--- config.mk ---
export PLATFORM = sky130hd
export DESIGN_NAME = pending_request_fifo_keyed_removal
export DESIGN_NICKNAME = d
export VERILOG_FILES = /design/src/hw/rtl/prq_pkg.sv /design/src/hw/rtl/prq_ram.sv /design/src/hw/rtl/prq_match.sv /design/src/hw/rtl/pending_request_fifo_keyed_removal.sv
export SDC_FILE = /design/constraint.sdc
export NUM_CORES = 1
export LEC_CHECK = 0
export ABC_AREA = 1
export BUFFER_PORTS_ARGS = -buffer_cell sky130_fd_sc_hd__buf_2
export CAP_MARGIN = 40
export CORE_ASPECT_RATIO = 1.25
export CORE_MARGIN = 1.5
export CORE_UTILIZATION = 45
export DETAILED_ROUTE_END_ITERATION = 16
export SKIP_LAST_GASP = 1
export SYNTH_ARGS = -nofsm -noshare
export SYNTH_HDL_FRONTEND = slang
export SYNTH_SLANG_ARGS = --single-unit
--- constraint.sdc ---
create_clock -name clk_i -period 6.15 [get_ports clk_i]
set_clock_uncertainty 0.05 [all_clocks]
set_input_delay 0.615 -clock clk_i [delete_from_list [all_inputs] [get_ports clk_i]]
set_output_delay 0.615 -clock clk_i [all_outputs]
set_load 0.03 [all_outputs]
--- src/hw/rtl/prq_pkg.sv ---
// types and codes for the pending request queue
// no dependencies
package prq_pkg;

  localparam int JOB_W   = 16;
  localparam int AMT_W   = 16;
  localparam int CONN_W  = 8;
  localparam int TOTAL_W = 21;
  localparam int ENTRY_W = JOB_W + AMT_W + CONN_W + 1;

  localparam logic [1:0] CMD_ENQ      = 2'd0;
  localparam logic [1:0] CMD_DEQ      = 2'd1;
  localparam logic [1:0] CMD_DEL_CONN = 2'd2;
  localparam logic [1:0] CMD_DEL_JOB  = 2'd3;

  localparam logic [1:0] ST_OK    = 2'd0;
  localparam logic [1:0] ST_FULL  = 2'd1;
  localparam logic [1:0] ST_EMPTY = 2'd2;

  typedef struct packed {
    logic [JOB_W-1:0]  job;
    logic [AMT_W-1:0]  amount;
    logic [CONN_W-1:0] conn;
    logic              origin;
  } entry_t;

  typedef struct packed {
    logic [1:0]        command;
    logic [JOB_W-1:0]  req_job;
    logic [AMT_W-1:0]  req_amount;
    logic [CONN_W-1:0] req_conn;
    logic              req_origin;
  } req_t;

  typedef struct packed {
    logic [1:0]        status;
    logic              head_valid;
    logic [JOB_W-1:0]  head_job;
    logic [AMT_W-1:0]  head_amount;
    logic [CONN_W-1:0] head_conn;
    logic              head_origin;
    logic [19:0]       total_amount;
    logic [4:0]        entry_count;
  } rsp_t;

  // controls for the shared key compare and total subtract unit
  typedef struct packed {
    logic              by_conn;
    logic              force_hit;
    logic [JOB_W-1:0]  key_job;
    logic [CONN_W-1:0] key_conn;
  } match_ctl_t;

endpackage

--- src/hw/rtl/prq_ram.sv ---
// generic single write port, single read port ram with registered read
// no dependencies
module prq_ram #(
  parameter int WIDTH = 8,
  parameter int DEPTH = 16
) (
  input  logic                             clk_i,
  input  logic                             we_i,
  input  logic [$clog2(DEPTH)-1:0]         waddr_i,
  input  logic [WIDTH-1:0]                 wdata_i,
  input  logic [$clog2(DEPTH)-1:0]         raddr_i,
  output logic [WIDTH-1:0]                 rdata_o
);

  logic [WIDTH-1:0] mem_q [DEPTH];
  logic [WIDTH-1:0] rdata_q;

  always_ff @(posedge clk_i) begin
    if (we_i) begin
      mem_q[waddr_i] <= wdata_i;
    end
    rdata_q <= mem_q[raddr_i];
  end

  assign rdata_o = rdata_q;

endmodule

--- src/hw/rtl/prq_match.sv ---
// shared key compare and running total subtract unit
// depends on prq_pkg
module prq_match (
  input  prq_pkg::match_ctl_t               ctl_i,
  input  prq_pkg::entry_t                   entry_i,
  input  logic [prq_pkg::TOTAL_W-1:0]       total_i,
  output logic                              hit_o,
  output logic [prq_pkg::TOTAL_W-1:0]       total_o
);
  import prq_pkg::*;

  logic key_eq;

  always_comb begin
    key_eq  = ctl_i.by_conn ? (entry_i.conn == ctl_i.key_conn)
                            : (entry_i.job == ctl_i.key_job);
    hit_o   = ctl_i.force_hit | key_eq;
    total_o = hit_o ? (total_i - TOTAL_W'(entry_i.amount)) : total_i;
  end

endmodule

--- src/hw/rtl/pending_request_fifo_keyed_removal.sv ---
// ordered request queue with keyed removal, one command at a time
// an enqueue or a rejected command goes straight to the result state; a dequeue first
// reads and removes the head, a keyed delete first scans and compacts all queued entries
// the input stalls until the result is registered, which waits while the output is stalled
// reset clears count, total and the head and tail pointers; the entry ram is not cleared
module pending_request_fifo_keyed_removal #(
  parameter int DEPTH = 16
) (
  input  logic            clk_i,
  input  logic            rst_ni,
  input  logic            in_valid_i,
  output logic            in_stall_o,
  input  prq_pkg::req_t   in_data_i,
  output logic            out_valid_o,
  input  logic            out_stall_i,
  output prq_pkg::rsp_t   out_data_o
);
  import prq_pkg::*;

  localparam int AW = $clog2(DEPTH);
  localparam int CW = $clog2(DEPTH + 1);

  localparam logic [1:0] S_IDLE = 2'd0;
  localparam logic [1:0] S_DEQ  = 2'd1;
  localparam logic [1:0] S_SCAN = 2'd2;
  localparam logic [1:0] S_FIN  = 2'd3;

  function automatic logic [AW-1:0] wrap_inc(input logic [AW-1:0] p);
    wrap_inc = (p == AW'(DEPTH - 1)) ? '0 : p + 1'b1;
  endfunction

  logic [1:0]         state_q, state_d;
  logic [AW-1:0]      hd_ptr_q, hd_ptr_d;
  logic [AW-1:0]      tl_ptr_q, tl_ptr_d;
  logic [CW-1:0]      count_q, count_d;
  logic [TOTAL_W-1:0] total_q, total_d;
  logic [AW-1:0]      rd_ptr_q, rd_ptr_d;
  logic [AW-1:0]      wr_ptr_q, wr_ptr_d;
  logic [CW-1:0]      rd_cnt_q, rd_cnt_d;
  logic [CW-1:0]      keep_q, keep_d;
  logic               rvalid_q, rvalid_d;
  logic               out_valid_q, out_valid_d;
  match_ctl_t         ctl_q, ctl_d;
  logic [1:0]         status_q, status_d;
  logic               hv_q, hv_d;
  entry_t             res_q, res_d;
  rsp_t               out_q, out_d;

  logic               ram_we;
  logic [AW-1:0]      ram_waddr;
  logic [AW-1:0]      ram_raddr;
  entry_t             ram_wdata;
  logic [ENTRY_W-1:0] ram_rdata_raw;
  entry_t             ram_rdata;
  match_ctl_t         match_ctl;
  logic               match_hit;
  logic [TOTAL_W-1:0] match_total;
  logic [31:0]        count_ext;

  prq_ram #(
    .WIDTH(ENTRY_W),
    .DEPTH(DEPTH)
  ) u_ram (
    .clk_i  (clk_i),
    .we_i   (ram_we),
    .waddr_i(ram_waddr),
    .wdata_i(ram_wdata),
    .raddr_i(ram_raddr),
    .rdata_o(ram_rdata_raw)
  );

  assign ram_rdata = entry_t'(ram_rdata_raw);

  prq_match u_match (
    .ctl_i  (match_ctl),
    .entry_i(ram_rdata),
    .total_i(total_q),
    .hit_o  (match_hit),
    .total_o(match_total)
  );

  always_comb begin
    match_ctl           = ctl_q;
    // a dequeue always removes the head, whatever its key
    match_ctl.force_hit = (state_q == S_DEQ);
  end

  assign count_ext = 32'(count_q);

  always_comb begin
    state_d     = state_q;
    hd_ptr_d    = hd_ptr_q;
    tl_ptr_d    = tl_ptr_q;
    count_d     = count_q;
    total_d     = total_q;
    rd_ptr_d    = rd_ptr_q;
    wr_ptr_d    = wr_ptr_q;
    rd_cnt_d    = rd_cnt_q;
    keep_d      = keep_q;
    rvalid_d    = rvalid_q;
    ctl_d       = ctl_q;
    status_d    = status_q;
    hv_d        = hv_q;
    res_d       = res_q;
    out_d       = out_q;
    out_valid_d = out_valid_q & out_stall_i;
    ram_we      = 1'b0;
    ram_waddr   = tl_ptr_q;
    ram_wdata   = ram_rdata;
    ram_raddr   = rd_ptr_q;

    case (state_q)
      S_IDLE: begin
        ram_raddr = hd_ptr_q;
        if (in_valid_i) begin
          status_d = ST_OK;
          hv_d     = 1'b0;
          res_d    = '0;
          case (in_data_i.command)
            CMD_ENQ: begin
              if (count_q == CW'(DEPTH)) begin
                status_d = ST_FULL;
              end else begin
                ram_we           = 1'b1;
                ram_wdata.job    = in_data_i.req_job;
                ram_wdata.amount = in_data_i.req_amount;
                ram_wdata.conn   = in_data_i.req_conn;
                ram_wdata.origin = in_data_i.req_origin;
                tl_ptr_d         = wrap_inc(tl_ptr_q);
                count_d          = count_q + 1'b1;
                total_d          = total_q + TOTAL_W'(in_data_i.req_amount);
              end
              state_d = S_FIN;
            end
            CMD_DEQ: begin
              if (count_q == '0) begin
                status_d = ST_EMPTY;
                state_d  = S_FIN;
              end else begin
                state_d = S_DEQ;
              end
            end
            default: begin
              ctl_d.by_conn   = (in_data_i.command == CMD_DEL_CONN);
              ctl_d.force_hit = 1'b0;
              ctl_d.key_job   = in_data_i.req_job;
              ctl_d.key_conn  = in_data_i.req_conn;
              rd_ptr_d        = hd_ptr_q;
              wr_ptr_d        = hd_ptr_q;
              rd_cnt_d        = '0;
              keep_d          = '0;
              rvalid_d        = 1'b0;
              state_d         = S_SCAN;
            end
          endcase
        end
      end
      S_DEQ: begin
        hv_d     = 1'b1;
        res_d    = ram_rdata;
        hd_ptr_d = wrap_inc(hd_ptr_q);
        count_d  = count_q - 1'b1;
        total_d  = match_total;
        state_d  = S_FIN;
      end
      S_SCAN: begin
        // entry read last cycle: drop on a key hit, else compact it down
        if (rvalid_q) begin
          if (match_hit) begin
            total_d = match_total;
          end else begin
            ram_we    = 1'b1;
            ram_waddr = wr_ptr_q;
            wr_ptr_d  = wrap_inc(wr_ptr_q);
            keep_d    = keep_q + 1'b1;
          end
        end
        if (rd_cnt_q != count_q) begin
          rd_ptr_d = wrap_inc(rd_ptr_q);
          rd_cnt_d = rd_cnt_q + 1'b1;
          rvalid_d = 1'b1;
        end else begin
          rvalid_d = 1'b0;
          if (!rvalid_q) begin
            count_d  = keep_q;
            tl_ptr_d = wr_ptr_q;
            state_d  = S_FIN;
          end
        end
      end
      S_FIN: begin
        if (!out_valid_q || !out_stall_i) begin
          out_d.status       = status_q;
          out_d.head_valid   = hv_q;
          out_d.head_job     = res_q.job;
          out_d.head_amount  = res_q.amount;
          out_d.head_conn    = res_q.conn;
          out_d.head_origin  = res_q.origin;
          out_d.total_amount = total_q[19:0];
          out_d.entry_count  = count_ext[4:0];
          out_valid_d        = 1'b1;
          state_d            = S_IDLE;
        end
      end
      default: begin
        state_d = S_IDLE;
      end
    endcase
  end

  always_ff @(posedge clk_i or negedge rst_ni) begin
    if (!rst_ni) begin
      state_q     <= S_IDLE;
      hd_ptr_q    <= '0;
      tl_ptr_q    <= '0;
      count_q     <= '0;
      total_q     <= '0;
      rvalid_q    <= 1'b0;
      out_valid_q <= 1'b0;
    end else begin
      state_q     <= state_d;
      hd_ptr_q    <= hd_ptr_d;
      tl_ptr_q    <= tl_ptr_d;
      count_q     <= count_d;
      total_q     <= total_d;
      rvalid_q    <= rvalid_d;
      out_valid_q <= out_valid_d;
    end
  end

  always_ff @(posedge clk_i) begin
    rd_ptr_q <= rd_ptr_d;
    wr_ptr_q <= wr_ptr_d;
    rd_cnt_q <= rd_cnt_d;
    keep_q   <= keep_d;
    ctl_q    <= ctl_d;
    status_q <= status_d;
    hv_q     <= hv_d;
    res_q    <= res_d;
    out_q    <= out_d;
  end

  assign in_stall_o  = (state_q != S_IDLE);
  assign out_valid_o = out_valid_q;
  assign out_data_o  = out_q;

endmodule

# Yosys cells after proc, flatten, opt, wreduce, memory -nomap -nowiden
# Memories as Yosys holds them, arrays and structs flattened. A register that Yosys moved wholly into a read port is not among the register bits.
# Cells that the tools add are included.
[totals]
output_inout_bits = 71
mem_bits_rw = 656
regBits = 194
n_memories = 1
inputBits = 47
[op_classes]
n_eq_ne = 24
n_mux = 74
reduce_logical = 22
add_sub_neg = 10
bitwise_logic = 3
[memory_table]
columns = ["name", "words", "width", "rd", "rd_clocked_by_memory_dff", "wr", "line_no", "source"]
rows = [
  ["u_ram.mem_q", 16, 41, 1, 1, 1, "prq_ram.sv:15", "logic [WIDTH-1:0] mem_q [DEPTH];"],
]
[ops]
columns = ["cell", "n"]
rows = [
  ["two-way mux 41 bit", 5],
  ["two-way mux 21 bit", 6],
  ["one-hot mux 41 bit (2 select lines)", 1],
  ["two-way mux 4 bit", 18],
  ["one-hot mux 21 bit (3 select lines)", 1],
  ["two-way mux 5 bit", 10],
  ["one-hot mux 4 bit (2 select lines)", 3],
  ["adder 21 x 16 -> 21 bit", 1],
  ["subtractor 21 x 16 -> 21 bit", 1],
  ["!= test 2 bit, second input constant", 10],
  ["one-hot mux 5 bit (2 select lines)", 2],
  ["AND reduction 6 bit", 3],
  ["adder 4 x 1 -> 4 bit, second input constant", 4],
  ["== test 16 bit", 1],
  ["== test 4 bit, second input constant", 4],
  ["adder 5 x 1 -> 5 bit, second input constant", 3],
  ["two-way mux 1 bit", 15],
  ["one-hot mux 5 bit (3 select lines)", 1],
  ["two-way mux 2 bit", 6],
  ["== test 8 bit", 1],
  ["one-hot mux 2 bit (2 select lines)", 2],
  ["one-hot mux 2 bit (4 select lines)", 1],
  ["AND reduction 4 bit", 2],
  ["== test 2 bit, second input constant", 3],
  ["19 further kinds", 29],
]

# Longest topological paths before layout
[depth]
ltp_word = 8
mapped_depth = 23

# Cells and area by module
# Synthesis repeated with hierarchy kept, for this count alone.
[unflattened]
hier_cells = 4057
hier_area_um2 = 40716.6
[modules_own_cells]
columns = ["mod", "area_per_inst_um2", "instances", "cells_each"]
rows = [
  ["prq_ram", 29091.7, 1, 2708],
  ["pending_request_fifo_keyed_removal", 9581.7, 1, 929],
  ["prq_match", 2043.2, 1, 420],
]

# Least setup slack after synthesis
# No wires, ideal clock.
[synth_timing]
path_kind = "register to register"
startpoint = "register state_q[0]"
endpoint = "register out_q (netlist bit out_data_o[0]), enable pin"
required_time_ns = 5.581
synth_period_minus_slack_ns = 4.539
arrival_time_ns = 3.970
path_slack_ns = 1.611
path_stages_with_launch = 4
path_cell_list = "dfrtp_1 -> ha_1 -> inv_1 -> a21oi_1"
[synth_between]
elab_chain_cells = 2
[synth_lines]
columns = ["element", "line_no", "source"]
rows = [
  ["from (decl)", "pending_request_fifo_keyed_removal.sv:32", "logic [1:0] state_q, state_d;"],
  ["from (signal assigned)", "pending_request_fifo_keyed_removal.sv:221", "state_q <= state_d;"],
  ["== test 2 bit", "pending_request_fifo_keyed_removal.sv:112", "case (state_q)"],
  ["AND reduction 2 bit (no line)", "-", ""],
  ["to (signal assigned)", "pending_request_fifo_keyed_removal.sv:240", "out_q <= out_d;"],
  ["to (decl)", "pending_request_fifo_keyed_removal.sv:47", "rsp_t out_q, out_d;"],
]
# Every way passes these cells.
# A chain may end at the register's enable or synchronous reset.

# Worst setup path in the final report
[layout_timing]
startpoint = "register u_ram.rdata_q[28], in the netlist u_ram.rdata_o[28] (read register of u_ram.mem_q)"
endpoint = "memory u_ram.mem_q[6][25] in the netlist's numbering, enable pin"
[layout_between]
elab_chain_cells = 8
elab_cells_between_ends = 11
cone_classes = "eq/ne (1); mux (9); bitwise (1)"
[layout_lines]
columns = ["element", "line_no", "source"]
rows = [
  ["from (decl)", "prq_ram.sv:16", "logic [WIDTH-1:0] rdata_q;"],
  ["== test 16 bit *", "prq_match.sv:16", ": (entry_i.job == ctl_i.key_job);"],
  ["two-way mux 1 bit *", "prq_match.sv:15", "key_eq = ctl_i.by_conn ? (entry_i.conn == ctl_i.key_conn)"],
  ["bitwise OR 1 bit *", "prq_match.sv:17", "hit_o = ctl_i.force_hit | key_eq;"],
  ["two-way mux 1 bit", "pending_request_fifo_keyed_removal.sv:169", "if (match_hit) begin"],
  ["two-way mux 1 bit", "pending_request_fifo_keyed_removal.sv:168", "if (rvalid_q) begin"],
  ["one-hot mux 1 bit (2 select lines)", "pending_request_fifo_keyed_removal.sv:112", ""],
  ["two-way mux 1 bit", "prq_ram.sv:19", "if (we_i) begin"],
  ["two-way mux 1 bit (implied by the code)", "prq_ram.sv:20", "mem_q[waddr_i] <= wdata_i;"],
  ["to (decl)", "prq_ram.sv:15", ""],
]
# Every way passes the cells marked *; elsewhere a longest branch is shown, timed or not.

==> results.cfg <==
[timing]
holdWs_ps = 93.9
hold_viol_final = 0
period_minus_slack_ps = 4430
setup-tns-final_ps = 0
fmax_ghz = 0.226
setup_violations = 0
worstMarginPinSlew_ps = 975
maxSlewHeadroom_pct = 35.0
finalCritPeriodShare_pct = 72.0
rsz0062_at_grt = false
slew_violations = 0

[routing]
routedWlPerCell_um = 20.2
drc = 0
dr.pass1.iters = 8
postRouteAntennaNets = 0
detail_route.iter0.violations = 1944
vias = 23700
routed_wl_um = 89700
viasPerCell = 5.34

[floorplanning]
num_rows = 117
die_w_um = 260
core_mm2 = 0.0817
die_area_mm2 = 0.0844
die_height_um = 325
initial_utilization_pct = 45.6
ios = 118

[worst_setup_path]
crit_arrival_ps = 4670
worstSetupStartpointType = register
cp_data_required_time_ps = 6400
end_kind = register
r2r-start = u_ram.rdata_o[28]
max_stage_delay_ps = 760
worstSetupPathType = reg2reg
crit_chain = inv_1, a21oi_1, nand3_1, nor2_1, nand3_2, nand3_4, nand2_2, nand2_1, nand3_1, nor2_4, buf_4
cp-startpoint = u_ram.rdata_o[28]
critical_path.most_common_cell = nand3_1
crit_slowest_cell = nor2_4
cp_max_fo = 22

[logic_synthesis]
synth_compound_area_share_pct = 10.5
synth_area_mm2 = 0.0372
synth_top_cell_by_area = edfxtp_1
synth_top_area_share_pct = 65.5
ys_ff_latch = 890
ys_types = 46
yosys.area_share.simple_pct = 9.86
syn_nets = 3253
yosysSeqAreaShare_pct = 70.2
syn-mean-instance-area_um2 = 11.7
muxShareOfSynthArea_pct = 0.447
synthAdderAreaFrac_pct = 1.25
syn_inst = 3170
synth.top_cells.by_area = edfxtp_1, inv_1, nand2_1, nand3_1, o21ai_0
synth_top_family_by_area = compound AO/OA/AOI/OAI gates
yosysWarnings = 0
synth_xor_area_share_pct = 0.894

[placed_design]
dp.cells = 4277
portBuffers = 117
place.gp.congestion = 0.912
place_area_mm2 = 0.0395
dp_hpwl_um = 56400

[clock_tree]
cts-htree-levels = 3
cts_sinks = 890
cts_tree = yes
cts_made_buffers = 88
post_cts_resized = 0
clkTransAtPathRegs_ps = 60
clock_path_buffers = 3
clk_latency_ps = 670
clock-root-buffer = clkbuf_16

[pwr]
max-vdd-ir-drop_uv = 460
finalPower_mw = 24.1
power_density_mw_per_mm2 = 567
power_leakage_nw = 16.4

[layout]
antenna_cells = 0
drive_above_1_share_pct = 11.5
layout.cells.non_filler = 4443
fin_area_mm2 = 0.0425
layout.nets = 3380
area_delta_synth_final_pct = 14.1

[grt]
grt_max_degree = 158
overflow = 0
grt_antenna_before_repair = 1
grt_pass1_wl_um = 136000
grt_usage_pct = 21.2
first_global_vias = 23400

[job]
maxCapViolCount = 0

[worst_hold_path]
holdCritStartpoint = in_data_i[25]
worstHoldPathType = in2reg

[outcome]
status = complete, no violations
## placed cells by master (no fill, tap or decap), types with 73 or more instances in the layout
| master | synthesis | final |
|---|---|---|
| nor2_1 | 90 | 73 |
| nand3_1 | 256 | 256 |
| edfxtp_1 | 812 | 812 |
| inv_1 | 479 | 478 |
| o211ai_1 | 146 | 146 |
| clkbuf_16 | 0 | 89 |
| buf_2 | 68 | 117 |
| o21ai_0 | 256 | 254 |
| a21oi_1 | 239 | 234 |
| nand2_1 | 472 | 472 |
## registers in the layout, indices dropped and copies added, names as in the netlist
register,count
rvalid_q,1
total_q,20
tl_ptr_q,4
state_q,2
u_ram.rdata_o,41
u_ram.mem_q,656
res_q,41
wr_ptr_q,4
rd_ptr_q,4
status_q,2
out_valid_o,1
count_q,5
hd_ptr_q,4
rd_cnt_q,5
hv_q,1
out_data_o,69
ctl_q,25
keep_q,5
## cell families (layout without fill, tap and decap cells)
group | Yosys count | count (layout)
buffers and inverters | 640 | 842
multiplexers | 15 | 15
AO/OA/AOI/OAI | 691 | 691
flip-flops | 890 | 890
adder cells (fa/ha/maj) | 36 | 36
XOR/XNOR | 38 | 38
AND/OR/NAND/NOR | 860 | 860
## critical path, delay by kind of cell (launching register included)
family / cells / cell delay [ps]
buffers and inverters: 2 / 630
flip-flops: 1 / 410
AND/OR/NAND/NOR: 8 / 2400
AO/OA/AOI/OAI: 1 / 520
## synthesized netlist by cell type (all sizes together)
library cell	n
inv	482
fa	2
a21o	4
nand3	260
mux2i	2
a21boi	1
nand4	14
o21ai	279
or2	3
xor2	15
dfrtp	37
o221ai	10
a31oi	3
o21a	1
mux2	13
clkbuf	68
edfxtp	812
dfxtp	41
a22oi	3
nor4	4
nand2	475
a21oi	240
nor2	92
o211ai	146
o21bai	1
and2	1
o22ai	1
a2bb2oi	1
xnor2	23
nor3	11
a211oi	1
ha	34
buf	90
## metal layers
| metal | global-route usage, % | up-vias | wire length, um |
|---|---|---|---|
| li1 | - | 11300 | - |
| met4 | 8.24 | 2 | 2800 |
| met2 | 35.0 | 767 | 43500 |
| met3 | 3.03 | 160 | 5370 |
| met1 | 28.1 | 11500 | 38000 |
| met5 | 0 | - | 12 |
## worst paths after layout
path,to,slack [ps],cells after the start
hold reg to reg,out_data_o[54],370,0
setup / recovery,u_ram.mem_q[6][25],1720,11
max in group asynchronous,total_q[17],5260,3
setup reg to reg,u_ram.mem_q[6][25],1720,11
hold / removal,ctl_q[8],90,1
min in group asynchronous,hd_ptr_q[1],300,2
## power by group
group          total, mW  switching, mW  leakage (nW)  internal (mW)
registers           8.83          0.475          8.19           8.35
clock network       5.43           2.32          1.43           3.11
logic               9.80           6.97          6.82           2.83
## per-stage QoR
stage | setup WS [ps] | utilization, %
3_5_place_dp | 1690 | 48.4
2_1_floorplan | 1610 | -
4_1_cts | 1630 | 52.0
3_3_place_gp | 1570 | 47.9
5_1_grt | 1530 | 52.0
6_report | 1720 | 52.0
## area by class of cell
cell class | instances | area, um2
well taps | 1071 | 1340
clock inverters | 56 | 611
repair buffers | 195 | 1480
inverters | 482 | 1810
clock buffers | 109 | 2330
multi-input cells | 1640 | 8770
fillers | 6989 | 39200
flip-flops and latches | 890 | 26100
## what timing repair did
| action | CTS | global route |
|---|---|---|
| hold buffers | 1 | 0 |
| hold endpoints to repair | 8 | 0 |
| setup buffers | 0 | 0 |
(Power assumes the default switching activity.)
